--- src/rtl/fpst_pkg.sv ---
// Shared constants and codes for the frame pacing slot tracker.
`default_nettype none
package fpst_pkg;

    // slot table geometry
    localparam int SLOTS  = 16;
    localparam int SLOT_W = $clog2(SLOTS);

    // field widths
    localparam int TIME_W = 64;
    localparam int ID_W   = 32;
    localparam int ACT_W  = 3;
    localparam int ST_W   = 2;
    localparam int OFF_W  = 63;
    localparam int PH_W   = 2;

    // bit-serial divider
    localparam int DIV_W     = 64;
    localparam int DIV_CNT_W = $clog2(DIV_W);

    // guard band subtracted from the display time to get the due time
    localparam logic [TIME_W-1:0] HALF_MS_NS = TIME_W'(500000);

    // actions
    localparam logic [ACT_W-1:0] ACT_SAMPLE  = 3'd0;
    localparam logic [ACT_W-1:0] ACT_PREDICT = 3'd1;
    localparam logic [ACT_W-1:0] ACT_WAIT    = 3'd2;
    localparam logic [ACT_W-1:0] ACT_BEGIN   = 3'd3;
    localparam logic [ACT_W-1:0] ACT_DISCARD = 3'd4;
    localparam logic [ACT_W-1:0] ACT_DELIVER = 3'd5;

    // result status
    localparam logic [ST_W-1:0] ST_OK       = 2'd0;
    localparam logic [ST_W-1:0] ST_BUSY     = 2'd1;
    localparam logic [ST_W-1:0] ST_MISMATCH = 2'd2;
    localparam logic [ST_W-1:0] ST_WRONG    = 2'd3;

    // slot phases
    localparam logic [PH_W-1:0] PH_READY  = 2'd0;
    localparam logic [PH_W-1:0] PH_PRED   = 2'd1;
    localparam logic [PH_W-1:0] PH_WAITED = 2'd2;
    localparam logic [PH_W-1:0] PH_BEGUN  = 2'd3;

    typedef logic [TIME_W-1:0] time_ns_t;

endpackage
`default_nettype wire

--- src/rtl/fpst_ram.sv ---
// Generic single-write, single-read RAM with registered read data.
`default_nettype none
module fpst_ram #(
    parameter int WIDTH = 8,
    parameter int DEPTH = 16
) (
    input  wire logic                     clk,
    input  wire logic                     we,
    input  wire logic [$clog2(DEPTH)-1:0] waddr,
    input  wire logic [WIDTH-1:0]         wdata,
    input  wire logic [$clog2(DEPTH)-1:0] raddr,
    output logic      [WIDTH-1:0]         rdata
);

    logic [WIDTH-1:0] mem_reg [DEPTH];

    // write port and registered read port
    always_ff @(posedge clk)
    begin
        if (we)
        begin
            mem_reg[waddr] <= wdata;
        end
        rdata <= mem_reg[raddr];
    end

endmodule
`default_nettype wire

--- src/rtl/fpst_div.sv ---
// Bit-serial restoring divider that returns the 64-bit remainder.
`default_nettype none
module fpst_div (
    input  wire logic                   clk,
    input  wire logic                   rst_n,
    input  wire logic                   start,
    input  wire logic [fpst_pkg::DIV_W-1:0] dividend,
    input  wire logic [fpst_pkg::DIV_W-1:0] divisor,
    output logic                        done,
    output logic [fpst_pkg::DIV_W-1:0]  remainder
);
    import fpst_pkg::*;

    logic                 busy_reg;
    logic                 done_reg;
    logic [DIV_CNT_W-1:0] cnt_reg;
    logic [DIV_W-1:0]     rem_reg;
    logic [DIV_W-1:0]     dq_reg;
    logic [DIV_W-1:0]     dvs_reg;
    logic [DIV_W:0]       trial;
    logic [DIV_W:0]       diff;

    // shift one dividend bit into the partial remainder and try the subtract
    assign trial = {rem_reg, dq_reg[DIV_W-1]};
    assign diff  = trial - {1'b0, dvs_reg};

    // sequence control
    always_ff @(posedge clk or negedge rst_n)
    begin
        if (!rst_n)
        begin
            busy_reg <= 1'b0;
            done_reg <= 1'b0;
            cnt_reg  <= '0;
        end
        else
        begin
            done_reg <= 1'b0;
            if (start)
            begin
                busy_reg <= 1'b1;
                cnt_reg  <= '0;
            end
            else if (busy_reg)
            begin
                cnt_reg <= cnt_reg + 1'b1;
                if (cnt_reg == DIV_CNT_W'(DIV_W - 1))
                begin
                    busy_reg <= 1'b0;
                    done_reg <= 1'b1;
                end
            end
        end
    end

    // datapath
    always_ff @(posedge clk)
    begin
        if (start)
        begin
            rem_reg <= '0;
            dq_reg  <= dividend;
            dvs_reg <= divisor;
        end
        else if (busy_reg)
        begin
            rem_reg <= diff[DIV_W] ? trial[DIV_W-1:0] : diff[DIV_W-1:0];
            dq_reg  <= {dq_reg[DIV_W-2:0], 1'b0};
        end
    end

    assign done      = done_reg;
    assign remainder = rem_reg;

endmodule
`default_nettype wire

--- src/rtl/frame_pacing_slot_tracker_core.sv ---
// Frame pacing slot tracker: top level with sequencer, slot table and result register.
//
// Every item runs to completion before the next one is taken. A sample item,
// or an item with an unused action, goes from acceptance straight to the
// result state. A predict item runs the grid alignment through the bit-serial
// divider when the display period is known and the last display lies at or
// before the time floor; otherwise it skips the divider, and a busy slot ends
// it with a busy status. Wait, begin, discard and deliver items take the slot
// number from the low bits of the frame id, followed by one read of the slot
// RAM and the check. An accepted deliver then forms the offset in S_DLV. A
// result that is still waiting in the output register holds back the next
// result until it is taken. The output register lets a new item be taken
// while an earlier result waits. The slot phases live in flops cleared by
// reset, so the block is ready right after reset.
`default_nettype none
module frame_pacing_slot_tracker_core (
    input  wire logic                           clk,
    input  wire logic                           rst_n,
    input  wire logic                           in_valid,
    output logic                                in_ready,
    input  wire logic [fpst_pkg::ACT_W-1:0]     action,
    input  wire logic [fpst_pkg::TIME_W-1:0]    now_ns,
    input  wire logic [fpst_pkg::ID_W-1:0]      mark_id,
    input  wire logic [fpst_pkg::TIME_W-1:0]    sample_display_ns,
    input  wire logic [fpst_pkg::TIME_W-1:0]    sample_period_ns,
    input  wire logic [fpst_pkg::TIME_W-1:0]    sample_extra_ns,
    output logic                                out_valid,
    input  wire logic                           out_ready,
    output logic [fpst_pkg::ST_W-1:0]           status,
    output logic [fpst_pkg::ID_W-1:0]           new_frame_id,
    output logic [fpst_pkg::TIME_W-1:0]         display_ns,
    output logic [fpst_pkg::TIME_W-1:0]         wake_ns,
    output logic [fpst_pkg::TIME_W-1:0]         period_ns,
    output logic                                late,
    output logic [fpst_pkg::OFF_W-1:0]          offset_ns
);
    import fpst_pkg::*;

    localparam int RAM_W = ID_W + TIME_W;

    // sequencer states
    localparam logic [3:0] S_IDLE = 4'd0;
    localparam logic [3:0] S_DISP = 4'd1;
    localparam logic [3:0] S_PRED = 4'd2;
    localparam logic [3:0] S_DIV  = 4'd3;
    localparam logic [3:0] S_ADD  = 4'd4;
    localparam logic [3:0] S_FIN1 = 4'd5;
    localparam logic [3:0] S_FIN2 = 4'd6;
    localparam logic [3:0] S_RD   = 4'd7;
    localparam logic [3:0] S_CHK  = 4'd8;
    localparam logic [3:0] S_DLV  = 4'd9;
    localparam logic [3:0] S_RESP = 4'd10;

    logic [3:0]        state_reg;
    logic              out_valid_reg;

    // latched item
    logic [ACT_W-1:0]  act_reg;
    time_ns_t          now_reg;
    logic [ID_W-1:0]   fid_reg;

    // tracker state
    logic [ID_W-1:0]   id_cnt_reg;
    logic [SLOT_W-1:0] nslot_reg;
    time_ns_t          last_ret_reg;
    time_ns_t          last_disp_reg;
    time_ns_t          period_reg;
    time_ns_t          extra_reg;
    logic [PH_W-1:0]   phase_reg [SLOTS];

    // working registers
    time_ns_t          floor_reg;
    time_ns_t          disp_reg;
    time_ns_t          wake_reg;
    time_ns_t          due_reg;
    time_ns_t          diff_reg;
    logic [SLOT_W-1:0] idx_reg;
    logic [ST_W-1:0]   st_reg;
    logic              late_reg;
    logic [OFF_W-1:0]  off_reg;

    // divider hookup
    logic              div_start;
    logic [DIV_W-1:0]  div_dividend;
    logic [DIV_W-1:0]  div_divisor;
    logic              div_done;
    logic [DIV_W-1:0]  div_rem;

    // slot RAM hookup
    logic              ram_we;
    logic [RAM_W-1:0]  ram_wdata;
    logic [RAM_W-1:0]  ram_rdata;

    logic [ID_W-1:0]   nid;
    logic [PH_W-1:0]   pred_phase;
    logic [PH_W-1:0]   mark_phase;
    logic [ID_W-1:0]   slot_owner;
    time_ns_t          slot_due;
    logic              phase_ok;
    logic [PH_W-1:0]   phase_after;
    logic [TIME_W:0]   grid_sum;
    time_ns_t          neg_diff;
    logic              load_out;
    logic              pred_ok;
    logic              dlv_ok;

    assign nid        = id_cnt_reg + 1'b1;
    assign pred_phase = phase_reg[nslot_reg];
    assign mark_phase = phase_reg[idx_reg];
    assign slot_owner = ram_rdata[RAM_W-1:TIME_W];
    assign slot_due   = ram_rdata[TIME_W-1:0];
    assign grid_sum   = {1'b0, disp_reg} + {1'b0, period_reg};
    assign neg_diff   = '0 - diff_reg;

    // required phase and next phase for each mark action
    always_comb
    begin
        phase_ok    = 1'b0;
        phase_after = mark_phase;
        unique case (act_reg)
            ACT_WAIT:
            begin
                phase_ok    = (mark_phase == PH_PRED);
                phase_after = PH_WAITED;
            end
            ACT_BEGIN:
            begin
                phase_ok    = (mark_phase == PH_WAITED);
                phase_after = PH_BEGUN;
            end
            ACT_DISCARD:
            begin
                phase_ok    = (mark_phase == PH_WAITED) || (mark_phase == PH_BEGUN);
                phase_after = PH_READY;
            end
            ACT_DELIVER:
            begin
                phase_ok    = (mark_phase == PH_BEGUN);
                phase_after = PH_READY;
            end
            default:
            begin
                phase_ok    = 1'b0;
                phase_after = mark_phase;
            end
        endcase
    end

    // divider operands: grid offset over period
    always_comb
    begin
        div_start    = 1'b0;
        div_dividend = floor_reg - last_disp_reg;
        div_divisor  = period_reg;
        if (state_reg == S_PRED && period_reg != '0 && !(last_disp_reg > floor_reg))
        begin
            div_start = 1'b1;
        end
    end

    assign ram_we    = (state_reg == S_FIN2);
    assign ram_wdata = {nid, due_reg - HALF_MS_NS};

    assign in_ready = (state_reg == S_IDLE);
    assign load_out = (state_reg == S_RESP) && (!out_valid_reg || out_ready);
    assign pred_ok  = (act_reg == ACT_PREDICT) && (st_reg == ST_OK);
    assign dlv_ok   = (act_reg == ACT_DELIVER) && (st_reg == ST_OK);

    fpst_div u_div (
        .clk       (clk),
        .rst_n     (rst_n),
        .start     (div_start),
        .dividend  (div_dividend),
        .divisor   (div_divisor),
        .done      (div_done),
        .remainder (div_rem)
    );

    fpst_ram #(
        .WIDTH (RAM_W),
        .DEPTH (SLOTS)
    ) u_slot_ram (
        .clk   (clk),
        .we    (ram_we),
        .waddr (nslot_reg),
        .wdata (ram_wdata),
        .raddr (idx_reg),
        .rdata (ram_rdata)
    );

    // sequencer and control state
    always_ff @(posedge clk or negedge rst_n)
    begin
        if (!rst_n)
        begin
            state_reg     <= S_IDLE;
            out_valid_reg <= 1'b0;
            act_reg       <= ACT_SAMPLE;
            id_cnt_reg    <= '0;
            nslot_reg     <= SLOT_W'(1);
            last_ret_reg  <= '0;
            last_disp_reg <= '0;
            period_reg    <= '0;
            extra_reg     <= '0;
            st_reg        <= ST_OK;
            for (int i = 0; i < SLOTS; i++)
            begin
                phase_reg[i] <= PH_READY;
            end
        end
        else
        begin
            // raise the result on load, drop it once taken
            if (load_out)
            begin
                out_valid_reg <= 1'b1;
            end
            else if (out_ready)
            begin
                out_valid_reg <= 1'b0;
            end

            unique case (state_reg)
                S_IDLE:
                begin
                    if (in_valid)
                    begin
                        act_reg   <= action;
                        st_reg    <= ST_OK;
                        state_reg <= S_DISP;
                        if (action == ACT_SAMPLE)
                        begin
                            last_disp_reg <= sample_display_ns;
                            period_reg    <= sample_period_ns;
                            extra_reg     <= sample_extra_ns;
                        end
                    end
                end
                S_DISP:
                begin
                    if (act_reg == ACT_PREDICT)
                    begin
                        if (pred_phase != PH_READY)
                        begin
                            st_reg    <= ST_BUSY;
                            state_reg <= S_RESP;
                        end
                        else
                        begin
                            state_reg <= S_PRED;
                        end
                    end
                    else if (act_reg == ACT_SAMPLE || act_reg > ACT_DELIVER)
                    begin
                        state_reg <= S_RESP;
                    end
                    else
                    begin
                        state_reg <= S_RD;
                    end
                end
                S_PRED:
                begin
                    if (div_start)
                    begin
                        state_reg <= S_DIV;
                    end
                    else
                    begin
                        state_reg <= S_FIN1;
                    end
                end
                S_DIV:
                begin
                    if (div_done)
                    begin
                        state_reg <= S_ADD;
                    end
                end
                S_ADD:
                begin
                    state_reg <= S_FIN1;
                end
                S_FIN1:
                begin
                    state_reg <= S_FIN2;
                end
                S_FIN2:
                begin
                    // book the slot and advance the id
                    phase_reg[nslot_reg] <= PH_PRED;
                    id_cnt_reg           <= nid;
                    last_ret_reg         <= disp_reg;
                    if (nid == '1 || nslot_reg == SLOT_W'(SLOTS - 1))
                    begin
                        nslot_reg <= '0;
                    end
                    else
                    begin
                        nslot_reg <= nslot_reg + 1'b1;
                    end
                    state_reg <= S_RESP;
                end
                S_RD:
                begin
                    state_reg <= S_CHK;
                end
                S_CHK:
                begin
                    if (mark_phase == PH_READY || slot_owner != fid_reg)
                    begin
                        st_reg    <= ST_MISMATCH;
                        state_reg <= S_RESP;
                    end
                    else if (!phase_ok)
                    begin
                        st_reg    <= ST_WRONG;
                        state_reg <= S_RESP;
                    end
                    else
                    begin
                        phase_reg[idx_reg] <= phase_after;
                        state_reg <= (act_reg == ACT_DELIVER) ? S_DLV : S_RESP;
                    end
                end
                S_DLV:
                begin
                    state_reg <= S_RESP;
                end
                S_RESP:
                begin
                    if (load_out)
                    begin
                        state_reg <= S_IDLE;
                    end
                end
                default:
                begin
                    state_reg <= S_IDLE;
                end
            endcase
        end
    end

    // datapath registers
    always_ff @(posedge clk)
    begin
        if (state_reg == S_IDLE && in_valid)
        begin
            now_reg <= now_ns;
            fid_reg <= mark_id;
            idx_reg <= mark_id[SLOT_W-1:0];
        end

        // later of now and the last returned time
        if (state_reg == S_DISP)
        begin
            floor_reg <= (now_reg < last_ret_reg) ? last_ret_reg : now_reg;
        end

        // display time without a grid search
        if (state_reg == S_PRED)
        begin
            if (period_reg == '0)
            begin
                disp_reg <= floor_reg;
            end
            else if (last_disp_reg > floor_reg)
            begin
                disp_reg <= last_disp_reg;
            end
        end

        // grid point at or below the floor, then step one period
        if (state_reg == S_DIV && div_done)
        begin
            disp_reg <= floor_reg - div_rem;
        end
        if (state_reg == S_ADD)
        begin
            disp_reg <= grid_sum[TIME_W] ? '1 : grid_sum[TIME_W-1:0];
        end

        if (state_reg == S_FIN1)
        begin
            wake_reg <= disp_reg - period_reg;
            due_reg  <= disp_reg - extra_reg;
        end

        if (state_reg == S_CHK)
        begin
            diff_reg <= slot_due - now_reg;
        end

        // magnitude of the early or late difference
        if (state_reg == S_DLV)
        begin
            late_reg <= diff_reg[TIME_W-1];
            if (diff_reg[TIME_W-1])
            begin
                off_reg <= neg_diff[TIME_W-1] ? '1 : neg_diff[OFF_W-1:0];
            end
            else
            begin
                off_reg <= diff_reg[OFF_W-1:0];
            end
        end

        // result register
        if (load_out)
        begin
            status       <= st_reg;
            new_frame_id <= pred_ok ? id_cnt_reg : '0;
            display_ns   <= pred_ok ? disp_reg : '0;
            wake_ns      <= pred_ok ? wake_reg : '0;
            period_ns    <= pred_ok ? period_reg : '0;
            late         <= dlv_ok ? late_reg : 1'b0;
            offset_ns    <= dlv_ok ? off_reg : '0;
        end
    end

    assign out_valid = out_valid_reg;

endmodule
`default_nettype wire
--- config.mk ---
export PLATFORM = sky130hd
export DESIGN_NAME = frame_pacing_slot_tracker_core
export DESIGN_NICKNAME = d
export VERILOG_FILES = /design/src/rtl/fpst_pkg.sv /design/src/rtl/fpst_ram.sv /design/src/rtl/fpst_div.sv /design/src/rtl/frame_pacing_slot_tracker_core.sv
export SDC_FILE = /design/constraint.sdc
export NUM_CORES = 2
export LEC_CHECK = 0
export BUFFER_PORTS_ARGS = -buffer_cell sky130_fd_sc_hd__buf_4
export CORE_ASPECT_RATIO = 1.1
export CORE_MARGIN = 4
export CORE_UTILIZATION = 30
export CTS_BUF_LIST = sky130_fd_sc_hd__clkbuf_4
export CTS_CLUSTER_DIAMETER = 200
export DETAILED_ROUTE_END_ITERATION = 7
export HOLD_SLACK_MARGIN = 0.1
export PLACE_DENSITY = 0.5
export RECOVER_POWER = 100
export SLEW_MARGIN = 25
export SYNTH_ARGS = -nofsm -noshare
export SYNTH_HDL_FRONTEND = slang
export SYNTH_SLANG_ARGS = --single-unit
--- constraint.sdc ---
create_clock -name clk -period 7.9 [get_ports clk]
set_clock_uncertainty 0.05 [all_clocks]
set_input_delay 0.79 -clock clk [delete_from_list [all_inputs] [get_ports clk]]
set_output_delay 0.79 -clock clk [all_outputs]
set_load 0.02 [all_outputs]
# ---- Word-level counts from Yosys, hierarchy flattened
# Memories as Yosys holds them, arrays and structs flattened. A register that Yosys moved wholly into a read port is not among the register bits.
# Cells that the tools add are included.
dict set report word_totals {
  regBits 1308
  ram_bits 1536
  input_bits 295
  output_inout_bits 292
  mem_count 1
}
dict set report op_classes {
  n_addsub 12
  n_lt_le_gt_ge 7
  eq_ne 30
  n_mux 59
  bitwise 5
  reduce_logical 38
}
# memory depth width read_ports rd_ports_with_merged_regs write_ports line
set memory_table {}
lappend memory_table {u_slot_ram.mem_reg 16 96 1 1 1 fpst_ram.sv:15} ;# logic [WIDTH-1:0] mem_reg [DEPTH];
# cell count
set ops {}
lappend ops {{2-to-1 mux 64 bit} 10}
lappend ops {{subtractor 64 bit} 5}
lappend ops {{2-to-1 mux 63 bit} 2}
lappend ops {{adder 64 x 64 -> 65 bit} 1}
lappend ops {{subtractor 65 x 64 -> 65 bit} 1}
lappend ops {{greater-than comparator 64 bit} 1}
lappend ops {{logical NOT 64 bit} 1}
lappend ops {{less-than comparator 64 bit} 1}
lappend ops {{2-to-1 mux 32 bit} 2}
lappend ops {{one-hot mux 32 bit (2 select lines)} 1}
lappend ops {{nonzero test 64 bit} 1}
lappend ops {{subtractor 1 x 64 -> 64 bit, first input constant} 1}
lappend ops {{subtractor 64 x 19 -> 64 bit, second input constant} 1}
lappend ops {{one-hot mux 4 bit (10 select lines)} 1}
lappend ops {{adder 32 x 1 -> 32 bit, second input constant} 1}
lappend ops {{bitwise mux 32 bit} 1}
lappend ops {{== test 32 bit, second input constant} 1}
lappend ops {{inequality test 32 bit} 1}
lappend ops {{2-to-1 mux 2 bit} 14}
lappend ops {{2-to-1 mux 4 bit} 7}
lappend ops {{bitwise AND 16 bit} 1}
lappend ops {{binary-select mux 2 bit (select 4 bit)} 2}
lappend ops {{demux 2 bit (select 4 bit)} 2}
lappend ops {{== test 4 x 3 -> 1 bit, second input constant} 4}
lappend ops {{other kinds (38)} 88}

# ---- Longest topological paths before layout
dict set report depth {
  word_depth 10
  mapped_depth 17
  mapped_depth_nobuf 15
}

# ---- By module
# A second synthesis with hierarchy kept.
dict set report hier_totals {
  hier_cells 10728
  area_unflattened_um2 141298.0
}
# mod instances cells_each area_each_um2
set modules_own_cells {}
lappend modules_own_cells {frame_pacing_slot_tracker_core 1 7027 70023.4}
lappend modules_own_cells {fpst_ram 1 2460 59355.7}
lappend modules_own_cells {fpst_div 1 1241 11918.9}

# ---- Worst setup path after synthesis
# Ideal clock, no wire load.
dict set report synth_timing {
  path_type {input-to-reg}
  start {input port out_ready}
  end {register display_ns[0] in the netlist's numbering, enable pin}
  setup_ns 0.690
  arrival_ns 7.587
  setup_slack_ns -0.427
  path_stages 2
  path_buffers 0
  path_cell_list {nand2b_1 > and3_1}
}
dict set report synth_via {
  elab_chain_cells 2
}
# item line
set synth_lines {}
lappend synth_lines {{start: declaration} frame_pacing_slot_tracker_core.sv:28} ;# input wire logic out_ready,
lappend synth_lines {{logical OR 1 bit} frame_pacing_slot_tracker_core.sv:165} ;# assign load_out = (state_reg == S_RESP) && (!out_valid_reg || out_ready);
lappend synth_lines {{logical AND 1 bit} frame_pacing_slot_tracker_core.sv:165}
lappend synth_lines {{net load_out} frame_pacing_slot_tracker_core.sv:103} ;# logic load_out;
lappend synth_lines {{end signal: assignment} frame_pacing_slot_tracker_core.sv:414} ;# display_ns <= pred_ok ? disp_reg : '0;
lappend synth_lines {{end: declaration} frame_pacing_slot_tracker_core.sv:31} ;# output logic [fpst_pkg::TIME_W-1:0] display_ns,
# The timed path passes the listed nets, and every way through them passes these cells.
# A chain may end at the register's enable or synchronous reset.

# ---- Worst setup path after layout
dict set report layout_timing {
  start {register act_reg[0]}
  end {register display_ns[23] in the netlist's numbering (data pin)}
}
dict set report layout_via {
  elab_chain_cells 2
}
# item line
set layout_lines {}
lappend layout_lines {{start: declaration} frame_pacing_slot_tracker_core.sv:58} ;# logic [ACT_W-1:0] act_reg;
lappend layout_lines {{start signal: assignment} frame_pacing_slot_tracker_core.sv:228} ;# act_reg <= action;
lappend layout_lines {{== test 3 x 1 -> 1 bit} frame_pacing_slot_tracker_core.sv:166} ;# assign pred_ok = (act_reg == ACT_PREDICT) && (st_reg == ST_OK);
lappend layout_lines {{logical AND 1 bit} frame_pacing_slot_tracker_core.sv:166}
# Every way passes these cells.

==> results.rst <==
.. list-table::
   :header-rows: 1

   * - Metric
     - Value
   * - Wirelength, routed
     - 488700 microns
   * - Most common cell after layout, fill and taps aside
     - sky130_fd_sc_hd__edfxtp_1
   * - Maximum single-stage delay on the critical path
     - 3.11 ns
   * - CTS clk-pin slew, worst paths
     - 0.07 ns
   * - Count of input and output buffers
     - 586
   * - Setup violators final
     - 0
   * - Core ar.
     - 460100 sq um
   * - Post-layout minimum cycle time
     - 6.931 ns
   * - Relative contribution of combinational cells to total power
     - 0.419
   * - Worst vdd ir
     - 0.2925 mV
   * - Reported max-cap violation count
     - 61
   * - Share of final-layout standard cells stronger than drive strength 1
     - 0.1905
   * - Hold Fails Final Rpt
     - 0
   * - Die Span X
     - 656.4 microns
   * - Count of filler cells inserted in the layout
     - 44790
   * - Clock latency at the later pin of the worst-skew pair
     - 1.70 ns
   * - Switching part of the total
     - 0.4120
   * - Data required, critical path
     - 9.26 ns
   * - Relative contribution of sequential cells to total power
     - 0.360
   * - Number of storage elements in the synthesis netlist
     - 2936
   * - Antenna Nets Post-Route
     - 0
   * - Largest register FFs
     - 1536
   * - Wire length of the first global-routing pass
     - 694600 microns
   * - Post-Synthesis Mean Instance Area
     - 13.62 sq um
   * - CP Launch Type
     - flip-flop
   * - Clock Path Buffers
     - 4
   * - Leading cell types in the layout, fill and taps excluded
     - sky130_fd_sc_hd__edfxtp_1, sky130_fd_sc_hd__clkbuf_4, sky130_fd_sc_hd__a21oi_1
   * - Clock tree from TritonCTS
     - yes
   * - Global-route usage over all layers
     - 0.1996
   * - Hold buffer count at cts
     - 677
   * - Clock Root Buffer
     - sky130_fd_sc_hd__clkbuf_4
   * - Max Fclk
     - 144.3 MHz
   * - Inserted Clock Buffers
     - 789
   * - Buf/Inv on CP
     - 1
   * - Routability-driven placement congestion ratio
     - 0.9827
   * - H-tree Lvls
     - 6
   * - Sink Count
     - 2936
   * - Share of synthesized area occupied by flip-flops and latches
     - 0.6116
   * - Largest cells by area after synthesis
     - sky130_fd_sc_hd__edfxtp_1, sky130_fd_sc_hd__mux4_2, sky130_fd_sc_hd__dfrtp_1, sky130_fd_sc_hd__ha_1, sky130_fd_sc_hd__a21oi_1
   * - Worst setup path startpoint
     - act_reg[0]
   * - Hold Startpoint
     - now_ns[9]
   * - Final max-slew violation count
     - 2972
   * - Total non-filler cell area in the finished layout
     - 166300 sq um
   * - Post-route setup TNS
     - 0 ns
   * - Count of mapped cells out of synthesis
     - 10189
   * - Violated checks
     - max-capacitance violations, max-slew violations
   * - Vertical die dimension
     - 721.3 microns
   * - Starting DRC count in detailed routing
     - 8798
   * - Post-synth top area cell
     - sky130_fd_sc_hd__edfxtp_1
   * - Dominant register cell in the synthesized netlist
     - sky130_fd_sc_hd__edfxtp_1
   * - Post-synthesis instance area
     - 138700 sq um
   * - Critical path data arrival time
     - 8.29 ns
   * - Power density over the cells
     - 381.8 nW/um^2
   * - Antenna violations before repair
     - 36
   * - Library cells used by synthesis
     - 88
   * - Via count of the first global-routing pass
     - 98356
   * - Fraction of the cycle the final worst path needs
     - 0.8774
   * - Result of the run
     - complete, but fails checks
   * - Net total in the final layout
     - 12749
   * - Async SR Flop Fraction
     - 0.1165
   * - Routed wire length per instance
     - 26.16 microns
   * - Unrepaired setup endpoints after global routing
     - no
   * - Ys Warns
     - 0
   * - Peak fanout along the critical path
     - 94
   * - Drt pass-1 iters
     - 6
   * - Routed length on met1
     - 202900 microns
   * - Mapped Nets
     - 11007
   * - Site row count
     - 261
   * - Number of gates given a new drive strength after cts
     - 0
   * - Met2 WL
     - 232300 microns
   * - Internal power consumption
     - 37.32 mW
   * - Area fraction of the dominant cell type after synthesis
     - 0.5268
   * - Initial core utilization
     - 0.3015
   * - Least-Margin Pin Slew
     - 4.831 ns
   * - Via count
     - 95743
   * - Master of the slowest instance on the critical path
     - sky130_fd_sc_hd__clkdlybuf4s25_1
   * - Vias/cell
     - 5.125
   * - Type of the worst setup path
     - flip-flop to flip-flop
   * - Sum of overflow across all layers after global routing
     - 0
   * - Area growth from synthesis to layout
     - 19.83%
   * - DRC violation count after routing
     - 0
   * - Worst path top cell family by delay
     - buffers and inverters
   * - Highest metal used
     - met5
   * - Io pins
     - 587
   * - DP HPWL
     - 333700 microns
   * - Clock network power share
     - 0.221
   * - Critical-path cell list
     - nand2_1, nor3_2, clkdlybuf4s25_1, and2_0
   * - Number of enable flip-flop cells after synthesis
     - 2434
   * - Total placed instance area
     - 150800 sq um
   * - R2R Path Start
     - act_reg[0]
   * - Sort of element at the end of the critical path
     - flip-flop
   * - Total met3 wirelength after detailed routing
     - 30850 microns
   * - Die area
     - 473400 sq um
   * - Number of buffers inserted to repair setup after CTS
     - 0
   * - Tightest Hold Check Type
     - input pin to flip-flop
   * - Leakage power figure
     - 60.51 nW
   * - Max-slew headroom at the worst pin
     - -2.220
   * - Largest net degree at the start of global routing
     - 182
   * - Net switching power of the design
     - 26.16 mW
cell families after synthesis:
kind of cell             after synthesis  share of synthesized area
AO/OA/AOI/OAI                       2069                    0.09084
XOR/XNOR                             610                    0.03851
adder cells (fa/ha/maj)              523                    0.04754
buffers and inverters               1081                    0.02938
flip-flops                          2936                     0.6116
multiplexers                         820                     0.1053
AND/OR/NAND/NOR                     2150                    0.07691
synth_stat cells (22+ instances only):
cell	n
sky130_fd_sc_hd__nor4_1	139
sky130_fd_sc_hd__o21bai_1	98
sky130_fd_sc_hd__nor2_1	464
sky130_fd_sc_hd__dfrtp_1	341
sky130_fd_sc_hd__clkbuf_1	397
sky130_fd_sc_hd__ha_1	516
sky130_fd_sc_hd__dfxtp_1	160
sky130_fd_sc_hd__edfxtp_1	2434
sky130_fd_sc_hd__nand4_1	99
sky130_fd_sc_hd__inv_1	615
sky130_fd_sc_hd__xor2_1	264
sky130_fd_sc_hd__nand2_1	605
sky130_fd_sc_hd__o21a_1	42
sky130_fd_sc_hd__a21o_1	192
sky130_fd_sc_hd__or3_1	47
sky130_fd_sc_hd__nand3_1	121
sky130_fd_sc_hd__mux4_2	491
sky130_fd_sc_hd__and2_1	251
sky130_fd_sc_hd__nor2b_1	69
sky130_fd_sc_hd__buf_1	56
sky130_fd_sc_hd__nor3_1	107
sky130_fd_sc_hd__nand2b_1	80
sky130_fd_sc_hd__o31ai_1	69
sky130_fd_sc_hd__mux2i_1	127
sky130_fd_sc_hd__a21oi_1	727
sky130_fd_sc_hd__o21ai_0	529
sky130_fd_sc_hd__a211oi_1	85
sky130_fd_sc_hd__mux2_2	202
sky130_fd_sc_hd__a31oi_1	60
sky130_fd_sc_hd__o22ai_1	22
sky130_fd_sc_hd__or4_1	34
sky130_fd_sc_hd__o211ai_1	24
sky130_fd_sc_hd__xnor2_1	346
sky130_fd_sc_hd__and3_1	60
through the flow:
step	power [mW]	worst slack (ns)	utilization	std cells	hold slack, ns
after floorplan	39.32	1.108	-	10189	0.3971
after global placement	48.93	2.084	0.3273	16508	0.4204
after detailed placement	48.89	2.045	0.3278	16512	0.4210
after CTS	63.85	1.945	0.3654	18653	0.1010
after global routing	67.24	0.7638	0.3613	18669	0.1907
final	63.48	0.9687	0.3613	18680	0.3793
cell type report:
cell class | count | area, sq um | share of cell area
Antenna cell | 27 | 67.56 | 0.0004064
Clock buffer | 1196 | 8979 | 0.05400
Clock inverter | 268 | 1550 | 0.009324
Inverter | 618 | 2323 | 0.01397
Multi-Input combinational cell | 6172 | 49990 | 0.3007
Sequential cell | 2936 | 84860 | 0.5104
Tap cell | 6049 | 7569 | 0.04552
Timing Repair Buffer | 1414 | 10930 | 0.06571
worst min-delay path: cells and delay by family:
kind,cells,cell delay [ns]
buffers and inverters,3,1.20
path summary, 6_finish.rpt:
check / end / slack (ns) / cells past startpoint
setup / recovery: display_ns[23] / 0.97 / 4
hold / removal: now_reg[9] / 0.38 / 3
setup reg to reg: display_ns[23] / 0.97 / 4
hold reg to reg: status[0] / 0.44 / 0
max in group asynchronous: act_reg[1] / 1.73 / 5
min in group asynchronous: extra_reg[11] / 1.99 / 5
power by group through the flow:
| stage | clock, mW | sequential [mW] | combinational (mW) |
|---|---|---|---|
| after global placement | 0 | 23.0 | 26.0 |
| after floorplan | 0 | 21.8 | 17.5 |
| after detailed placement | 0 | 23.0 | 25.9 |
| after CTS | 14.5 | 22.7 | 26.6 |
| final | 14.1 | 22.8 | 26.6 |
| after global routing | 15.4 | 23.0 | 28.8 |
routing by layer:
metal  up-vias  track usage
met1     48408       0.2597
met3       923      0.03150
li1      42569            -
met4        10      0.08304
met2      3833       0.3313
met5         -            0
No activity file was read; power rests on OpenSTA's default activity.
